File: src/rtl/i2cms_pkg.sv
`default_nettype none

package i2cms_pkg;

  // item function codes
  typedef enum logic [1:0] {
    FN_LOAD  = 2'd0,
    FN_START = 2'd1,
    FN_EVENT = 2'd2,
    FN_READ  = 2'd3
  } func_e;

  // transfer phase as reported on transfer_state
  typedef enum logic [1:0] {
    PH_IDLE  = 2'd0,
    PH_BUSY  = 2'd1,
    PH_ERROR = 2'd2
  } phase_e;

  // configuration register indexes
  localparam logic CFG_SLAVE_ADDRESS = 1'b0;
  localparam logic CFG_BYTE_COUNT    = 1'b1;

  // master bus status codes
  localparam logic [7:0] ST_BUS_ERROR   = 8'h00;
  localparam logic [7:0] ST_START_SENT  = 8'h08;
  localparam logic [7:0] ST_ADDR_W_ACK  = 8'h18;
  localparam logic [7:0] ST_ADDR_W_NACK = 8'h20;
  localparam logic [7:0] ST_DATA_W_ACK  = 8'h28;
  localparam logic [7:0] ST_DATA_W_NACK = 8'h30;
  localparam logic [7:0] ST_ADDR_R_ACK  = 8'h40;
  localparam logic [7:0] ST_ADDR_R_NACK = 8'h48;
  localparam logic [7:0] ST_DATA_R_ACK  = 8'h50;
  localparam logic [7:0] ST_DATA_R_NACK = 8'h58;

endpackage

`default_nettype wire

File: src/rtl/i2c_master_transfer_sequencer.sv
// channel   direction  handshake                fields
// --------  ---------  -----------------------  ---------------------------------------
// in        to block   in_valid_i / in_stall_o  func, status_code, rx_byte, buffer_*
// out       from block out_valid_o/out_stall_i  requests, ack_next, tx_*, buffer_byte, state, count
// cfg       to block   cfg_we_i                 cfg_index_i, cfg_data_i
//
// one item per cycle sustained while the output is not stalled; a result reaches the outputs
// through the input and buffer read register, then the result register
// the buffer has a write port and two registered read ports, with bypass of the
// write done in the same cycle, so back-to-back items see each other's effects
// reset clears the pointer, count, phase, config registers and valids; buffer is not cleared
// a stalled output holds its beat and stalls the input once the input register is full
`default_nettype none

module i2c_master_transfer_sequencer #(
  parameter int unsigned BUFFER_DEPTH = 32
) (
  input  wire logic       clk_i,
  input  wire logic       rst_ni,
  // configuration
  input  wire logic       cfg_we_i,
  input  wire logic       cfg_index_i,
  input  wire logic [7:0] cfg_data_i,
  // input channel
  input  wire logic       in_valid_i,
  output logic            in_stall_o,
  input  wire logic [1:0] func_i,
  input  wire logic [7:0] status_code_i,
  input  wire logic [7:0] rx_byte_i,
  input  wire logic [4:0] buffer_index_i,
  input  wire logic [7:0] buffer_data_i,
  // output channel
  output logic            out_valid_o,
  input  wire logic       out_stall_i,
  output logic            start_request_o,
  output logic            clear_start_o,
  output logic            stop_request_o,
  output logic            ack_next_o,
  output logic            tx_valid_o,
  output logic [7:0]      tx_byte_o,
  output logic [7:0]      buffer_byte_o,
  output logic [1:0]      transfer_state_o,
  output logic [5:0]      remaining_o
);

  localparam int unsigned AW = (BUFFER_DEPTH > 1) ? $clog2(BUFFER_DEPTH) : 1;
  localparam int unsigned PW = $clog2(BUFFER_DEPTH + 1);
  localparam logic [8:0]    DEPTH_W = 9'(BUFFER_DEPTH);
  localparam logic [PW-1:0] PTR_END = PW'(BUFFER_DEPTH);
  localparam logic [5:0]    COUNT_MAX = 6'(BUFFER_DEPTH);

  // configuration registers
  logic [7:0] slave_address_q;
  logic [5:0] byte_count_q;

  always_ff @(posedge clk_i or negedge rst_ni) begin
    if (!rst_ni) begin
      slave_address_q <= '0;
      byte_count_q    <= '0;
    end else if (cfg_we_i) begin
      unique case (cfg_index_i)
        i2cms_pkg::CFG_SLAVE_ADDRESS: slave_address_q <= cfg_data_i;
        i2cms_pkg::CFG_BYTE_COUNT:    byte_count_q    <= cfg_data_i[5:0];
        default:                      slave_address_q <= slave_address_q;
      endcase
    end
  end

  // pipeline control
  logic s1_valid_q;
  logic out_valid_q;
  logic advance;
  logic commit;
  logic in_accept;

  assign advance   = !out_valid_q || !out_stall_i;
  assign commit    = s1_valid_q && advance;
  assign in_stall_o = s1_valid_q && !advance;
  assign in_accept = in_valid_i && !in_stall_o;

  always_ff @(posedge clk_i or negedge rst_ni) begin
    if (!rst_ni) begin
      s1_valid_q  <= 1'b0;
      out_valid_q <= 1'b0;
    end else begin
      if (!in_stall_o) begin
        s1_valid_q <= in_valid_i;
      end
      if (advance) begin
        out_valid_q <= s1_valid_q;
      end
    end
  end

  // sequencer state
  logic [PW-1:0]         ptr_q, ptr_nx;
  logic [5:0]            left_q, left_nx;
  i2cms_pkg::phase_e     phase_q, phase_nx;

  always_ff @(posedge clk_i or negedge rst_ni) begin
    if (!rst_ni) begin
      ptr_q   <= '0;
      left_q  <= '0;
      phase_q <= i2cms_pkg::PH_IDLE;
    end else if (commit) begin
      ptr_q   <= ptr_nx;
      left_q  <= left_nx;
      phase_q <= phase_nx;
    end
  end

  // input register
  i2cms_pkg::func_e s1_func_q;
  logic [7:0]       s1_status_q;
  logic [7:0]       s1_rx_q;
  logic [4:0]       s1_idx_q;
  logic [7:0]       s1_data_q;

  always_ff @(posedge clk_i) begin
    if (in_accept) begin
      s1_func_q   <= i2cms_pkg::func_e'(func_i);
      s1_status_q <= status_code_i;
      s1_rx_q     <= rx_byte_i;
      s1_idx_q    <= buffer_index_i;
      s1_data_q   <= buffer_data_i;
    end
  end

  // buffer write port, driven by the committing item
  logic          wr_req;
  logic          mem_we;
  logic [AW-1:0] mem_waddr;
  logic [7:0]    mem_wdata;

  assign mem_we = commit && wr_req;

  // buffer read addresses for the beat being taken
  logic [7:0]    in_idx_ext;
  logic [AW-1:0] rd_idx_addr;
  logic [PW-1:0] rd_ptr_full;
  logic [AW-1:0] rd_ptr_addr;

  assign in_idx_ext  = {3'b000, buffer_index_i};
  assign rd_idx_addr = in_idx_ext[AW-1:0];
  assign rd_ptr_full = commit ? ptr_nx : ptr_q;
  assign rd_ptr_addr = rd_ptr_full[AW-1:0];

  // buffer memory with registered reads and write bypass
  logic [7:0] mem_q [BUFFER_DEPTH];
  logic [7:0] rd_idx_q;
  logic [7:0] rd_ptr_q;

  always_ff @(posedge clk_i) begin
    if (mem_we) begin
      mem_q[mem_waddr] <= mem_wdata;
    end
    if (in_accept) begin
      rd_idx_q <= (mem_we && mem_waddr == rd_idx_addr) ? mem_wdata : mem_q[rd_idx_addr];
      rd_ptr_q <= (mem_we && mem_waddr == rd_ptr_addr) ? mem_wdata : mem_q[rd_ptr_addr];
    end
  end

  // item decode
  logic [7:0]    s1_idx_ext;
  logic          s1_idx_ok;
  logic          ptr_ok;
  logic [PW-1:0] ptr_inc;
  logic          start_d, clear_d, stop_d, ack_d, txv_d;
  logic [7:0]    txb_d, bufb_d;

  assign s1_idx_ext = {3'b000, s1_idx_q};
  assign s1_idx_ok  = {1'b0, s1_idx_ext} < DEPTH_W;
  assign ptr_ok     = ptr_q != PTR_END;
  assign ptr_inc    = ptr_q + PW'(1);

  always_comb begin
    ptr_nx    = ptr_q;
    left_nx   = left_q;
    phase_nx  = phase_q;
    wr_req    = 1'b0;
    mem_waddr = ptr_q[AW-1:0];
    mem_wdata = s1_rx_q;
    start_d   = 1'b0;
    clear_d   = 1'b0;
    stop_d    = 1'b0;
    ack_d     = 1'b0;
    txv_d     = 1'b0;
    txb_d     = '0;
    bufb_d    = '0;
    unique case (s1_func_q)
      i2cms_pkg::FN_LOAD: begin
        wr_req    = s1_idx_ok;
        mem_waddr = s1_idx_ext[AW-1:0];
        mem_wdata = s1_data_q;
      end
      i2cms_pkg::FN_START: begin
        left_nx  = ({3'b000, byte_count_q} < DEPTH_W) ? byte_count_q : COUNT_MAX;
        phase_nx = i2cms_pkg::PH_BUSY;
        start_d  = 1'b1;
      end
      i2cms_pkg::FN_READ: begin
        bufb_d = s1_idx_ok ? rd_idx_q : 8'h00;
      end
      i2cms_pkg::FN_EVENT: begin
        ack_d = 1'b1;
        unique case (s1_status_q)
          i2cms_pkg::ST_BUS_ERROR, i2cms_pkg::ST_ADDR_W_NACK: begin
            stop_d   = 1'b1;
            phase_nx = i2cms_pkg::PH_ERROR;
          end
          i2cms_pkg::ST_START_SENT: begin
            clear_d = 1'b1;
            txv_d   = 1'b1;
            txb_d   = slave_address_q;
            ptr_nx  = '0;
          end
          i2cms_pkg::ST_ADDR_W_ACK, i2cms_pkg::ST_DATA_W_ACK: begin
            if (left_q != 6'd0) begin
              txv_d   = 1'b1;
              left_nx = left_q - 6'd1;
              if (ptr_ok) begin
                txb_d  = rd_ptr_q;
                ptr_nx = ptr_inc;
              end
            end else begin
              stop_d   = 1'b1;
              phase_nx = i2cms_pkg::PH_IDLE;
            end
          end
          i2cms_pkg::ST_DATA_R_NACK: begin
            wr_req   = ptr_ok;
            ptr_nx   = ptr_ok ? ptr_inc : ptr_q;
            left_nx  = '0;
            stop_d   = 1'b1;
            phase_nx = i2cms_pkg::PH_IDLE;
          end
          i2cms_pkg::ST_DATA_W_NACK, i2cms_pkg::ST_ADDR_R_NACK: begin
            stop_d   = 1'b1;
            phase_nx = i2cms_pkg::PH_IDLE;
          end
          i2cms_pkg::ST_ADDR_R_ACK: begin
            wr_req    = 1'b1;
            mem_waddr = '0;
            ptr_nx    = '0;
            ack_d     = left_q != 6'd1;
          end
          i2cms_pkg::ST_DATA_R_ACK: begin
            wr_req = ptr_ok;
            ptr_nx = ptr_ok ? ptr_inc : ptr_q;
            if (left_q == 6'd0) begin
              stop_d   = 1'b1;
              phase_nx = i2cms_pkg::PH_IDLE;
            end else begin
              left_nx = left_q - 6'd1;
              ack_d   = left_q > 6'd2;
            end
          end
          default: begin
            ack_d = 1'b1;
          end
        endcase
      end
    endcase
  end

  // result register
  always_ff @(posedge clk_i) begin
    if (commit) begin
      start_request_o  <= start_d;
      clear_start_o    <= clear_d;
      stop_request_o   <= stop_d;
      ack_next_o       <= ack_d;
      tx_valid_o       <= txv_d;
      tx_byte_o        <= txb_d;
      buffer_byte_o    <= bufb_d;
      transfer_state_o <= phase_nx;
      remaining_o      <= left_nx;
    end
  end

  assign out_valid_o = out_valid_q;

endmodule

`default_nettype wire

File: config.mk
export PLATFORM = sky130hd
export DESIGN_NAME = i2c_master_transfer_sequencer
export DESIGN_NICKNAME = d
export VERILOG_FILES = /design/src/rtl/i2cms_pkg.sv /design/src/rtl/i2c_master_transfer_sequencer.sv
export SDC_FILE = /design/constraint.sdc
export NUM_CORES = 1
export LEC_CHECK = 0
export BUFFER_PORTS_ARGS = -buffer_cell sky130_fd_sc_hd__clkbuf_2
export CAP_MARGIN = 20
export CORE_MARGIN = 2
export CORE_UTILIZATION = 58
export CTS_BUF_LIST = sky130_fd_sc_hd__clkbuf_16
export CTS_CLUSTER_SIZE = 28
export DETAILED_ROUTE_END_ITERATION = 8
export PLACE_DENSITY = 0.76
export SLEW_MARGIN = 20
export SYNTH_ARGS = -nofsm -noshare
export SYNTH_HDL_FRONTEND = slang
export SYNTH_SLANG_ARGS = --single-unit
File: constraint.sdc
create_clock -name clk_i -period 4.4 [get_ports clk_i]
set_input_delay 0.66 -clock clk_i [delete_from_list [all_inputs] [get_ports clk_i]]
set_output_delay 0.66 -clock clk_i [all_outputs]
set_load 0.005 [all_outputs]
==> metrics.txt <==
outcome=finished, final reports clean; asr flop ratio synth=0.08287; Root Driver=clkbuf_16; fin. max-slew vios=0; fmax=250.6 MHz; Worst Tran Pin Value=1.039 ns; Die H=176.9 µm; Final Cycle Share=0.9068; row cnt=63; PostCTS Resize Cnt=0; type of the worst setup path=flip-flop to flip-flop; Sink Count=362; Setup-failing EPs final=0; CP Launch Type=flip-flop; post-synth top area share=0.5751; WL/cell=27.06 µm; post-synthesis cell type count=72; sequential area share after synthesis=0.6184; Post-CTS Setup Repair Bufs=0; syn_nets=1,186; YS warnings=0; Layout area overhead=13.27%; Ports=76; power per cell area=395.5 nW/µm²; Setup Slack @ Placement=0.5179 ns; final instance area=19,640 µm²; dpl hpwl=30,720 µm; DRT iter0 DRCs=1,354; number of flops mapped to enable cells by yosys=332; WP data required=4.68 ns; Top FF cell, synth=edfxtp_1; ANT nets after route=0; Die Wd=176.9 µm; Pleak=7.434 nW; Finished Layout Cells=1,666; GP Congestion=0.9740; layout cells sized above 1=0.2541; final hold violations=0; Slew headroom=0.3032; dpl cells=1,597; Synth Instances=1,132; CTS Buffer Depth=3; initial core utilization=0.5865; Max VDD drop=0.4184 mV; initial antenna violation count=1; Setup WS post-layout=0.4100 ns; nets@finish=1,303; final setup TNS=0 ns; Skew-Pair Late Insertion Delay=0.53 ns; Port Buffers=75; die area=31,290 µm²; Layout Skew=0.01627 ns; Syn Area/Cell=15.31 µm²; Overflow after GRT=0; FF-to-FF setup slack=0.41 ns; RSZ-0062 raised after global routing=no; Total Routing Usage GR=0.2963; first-pass GRT wire length=67,760 µm; crit path DAT=4.27 ns; First-pass DRT Iterations=5; final hold slack=0.2033 ns; H-tree depth=2; core area=29,560 µm²; total number of vias=10,998; final core area utilization=0.6643; fin crit period=3.990 ns; Worst-path clk slew=0.06 ns; Crit. End Element=flip-flop; # DRC=0; CTS tree=built; CP max FO=15; largest cells by area after synthesis=edfxtp_1 (58%), mux4_2 (10%), mux2i_1 (8.5%); Area after DPL=18,470 µm²; vias in the first global route=10,870; MaxCap Viol Count=0; Power, Total=7.767 mW; Worst Hold Class=input port to async pin; drt via density=6.601; Post-CTS Hold Buffers=0; flip-flop and latch count after synthesis=362; largest net degree at the start of global routing=67; mapped cell area=17,340 µm²; post-synth top area cell=edfxtp_1; Post-Route WL=45,080 µm; TritonCTS Buffers=38
==> synth_stat cells, types with 10 or more instances <==
library cell / count
a211oi_1: 12
a21oi_1: 17
a22o_1: 14
a22oi_1: 26
a31oi_1: 11
and2_1: 13
buf_2: 16
clkbuf_1: 29
dfrtp_1: 30
edfxtp_1: 332
inv_1: 16
mux2_2: 27
mux2i_1: 148
mux4_2: 80
nand2_1: 76
nand3_1: 30
nand4_1: 10
nor2_1: 63
nor3_1: 20
o21ai_0: 20
==> sequential cells by signal, indices dropped and copies added, names as in the netlist, 5 cells and up <==
name	count
remaining_o	6
byte_count_q	6
s1_idx_q	5
ptr_q	6
s1_rx_q	8
left_q	6
mem_q	256
s1_status_q	8
buffer_byte_o	8
rd_idx_q	8
slave_address_q	8
rd_ptr_q	8
tx_byte_o	8
s1_data_q	8
==> where the power goes <==
part           total (mW)  switching [mW]  internal, mW  leakage, nW
clock network        2.94            1.27          1.67        0.602
registers            3.99          0.0776          3.91         3.41
logic               0.844           0.509         0.335         3.43
total                7.77            1.85          5.91         7.43
==> critical path, cell delays in order (launching register included) <==
cell and delay [ns]:
edfxtp_1 0.42, inv_1 0.10, ha_1 0.39, inv_1 0.18, nor3_2 0.30, a31oi_1 0.16, nor3_4 0.18, inv_2 0.18
buf_4 0.24, a211oi_2 0.74, a22oi_1 0.29, o21ai_0 0.15, nor3_1 0.13, o31a_1 0.27
==> cell usage in the layout, fill, tap and decap left out, types with 9 or more instances in the layout <==
master / netlist / routed
edfxtp_1: 332 / 332
mux2i_1: 148 / 148
mux4_2: 80 / 80
nand2_1: 76 / 76
clkbuf_2: 0 / 73
nor2_1: 63 / 62
buf_4: 8 / 59
clkbuf_16: 0 / 41
nand3_1: 30 / 30
dfrtp_1: 30 / 30
mux2_2: 27 / 27
inv_1: 16 / 26
a22oi_1: 26 / 26
o21ai_0: 20 / 20
nor3_1: 20 / 20
a21oi_1: 17 / 17
a22o_1: 14 / 14
a211oi_1: 12 / 12
and2_1: 13 / 12
a31oi_1: 11 / 11
nand4_1: 10 / 10
xnor2_1: 9 / 9
ha_1: 9 / 9
==> cells by family (layout without fill, tap and decap cells) <==
logic type / Yosys count / count (layout) / synth area share
DFF: 362 / 362 / 0.6184
muxes: 258 / 258 / 0.2089
and+or+nand+nor: 248 / 248 / 0.07023
AOI/OAI and AO/OA: 157 / 157 / 0.06756
buffers and inverters: 86 / 229 / 0.02237
xor gates and xnor gates: 12 / 12 / 0.006063
adders and majority gates: 9 / 9 / 0.006496
other: 0 / 1 / 0
==> routing by layer <==
layer | vias to the layer above | track usage | share of wire
li1 | 4752 | - | -
met1 | 5518 | 0.4227 | 0.40
met2 | 621 | 0.4668 | 0.47
met3 | 107 | 0.04940 | 0.098
met4 | 0 | 0.1064 | 0.037
met5 | - | 0 | 0
==> worst paths after layout <==
path / from / end / cells past startpoint
max reg2reg: s1_func_q[0] / rd_ptr_q[4] / 13
min in group clk_i: rx_byte_i[1] / s1_rx_q[1] / 1
min: rst_ni / left_q[0] / 1
max in group asynchronous: rst_ni / slave_address_q[0] / 1
min reg2reg: phase_q[1] / phase_q[1] / 2
max: s1_func_q[0] / rd_ptr_q[4] / 13
==> cell type report <==
type	instances	area, µm²
clock inverter	25	111.4
timing repair buffer	141	959.7
fill	2023	9923
clock buffer	41	1026
sequential	362	10720
antenna	1	2.502
multi-input combinational	684	6246
inverter	22	82.58
tap	390	488.0
Note: power is estimated with default switching activity, not from simulation.
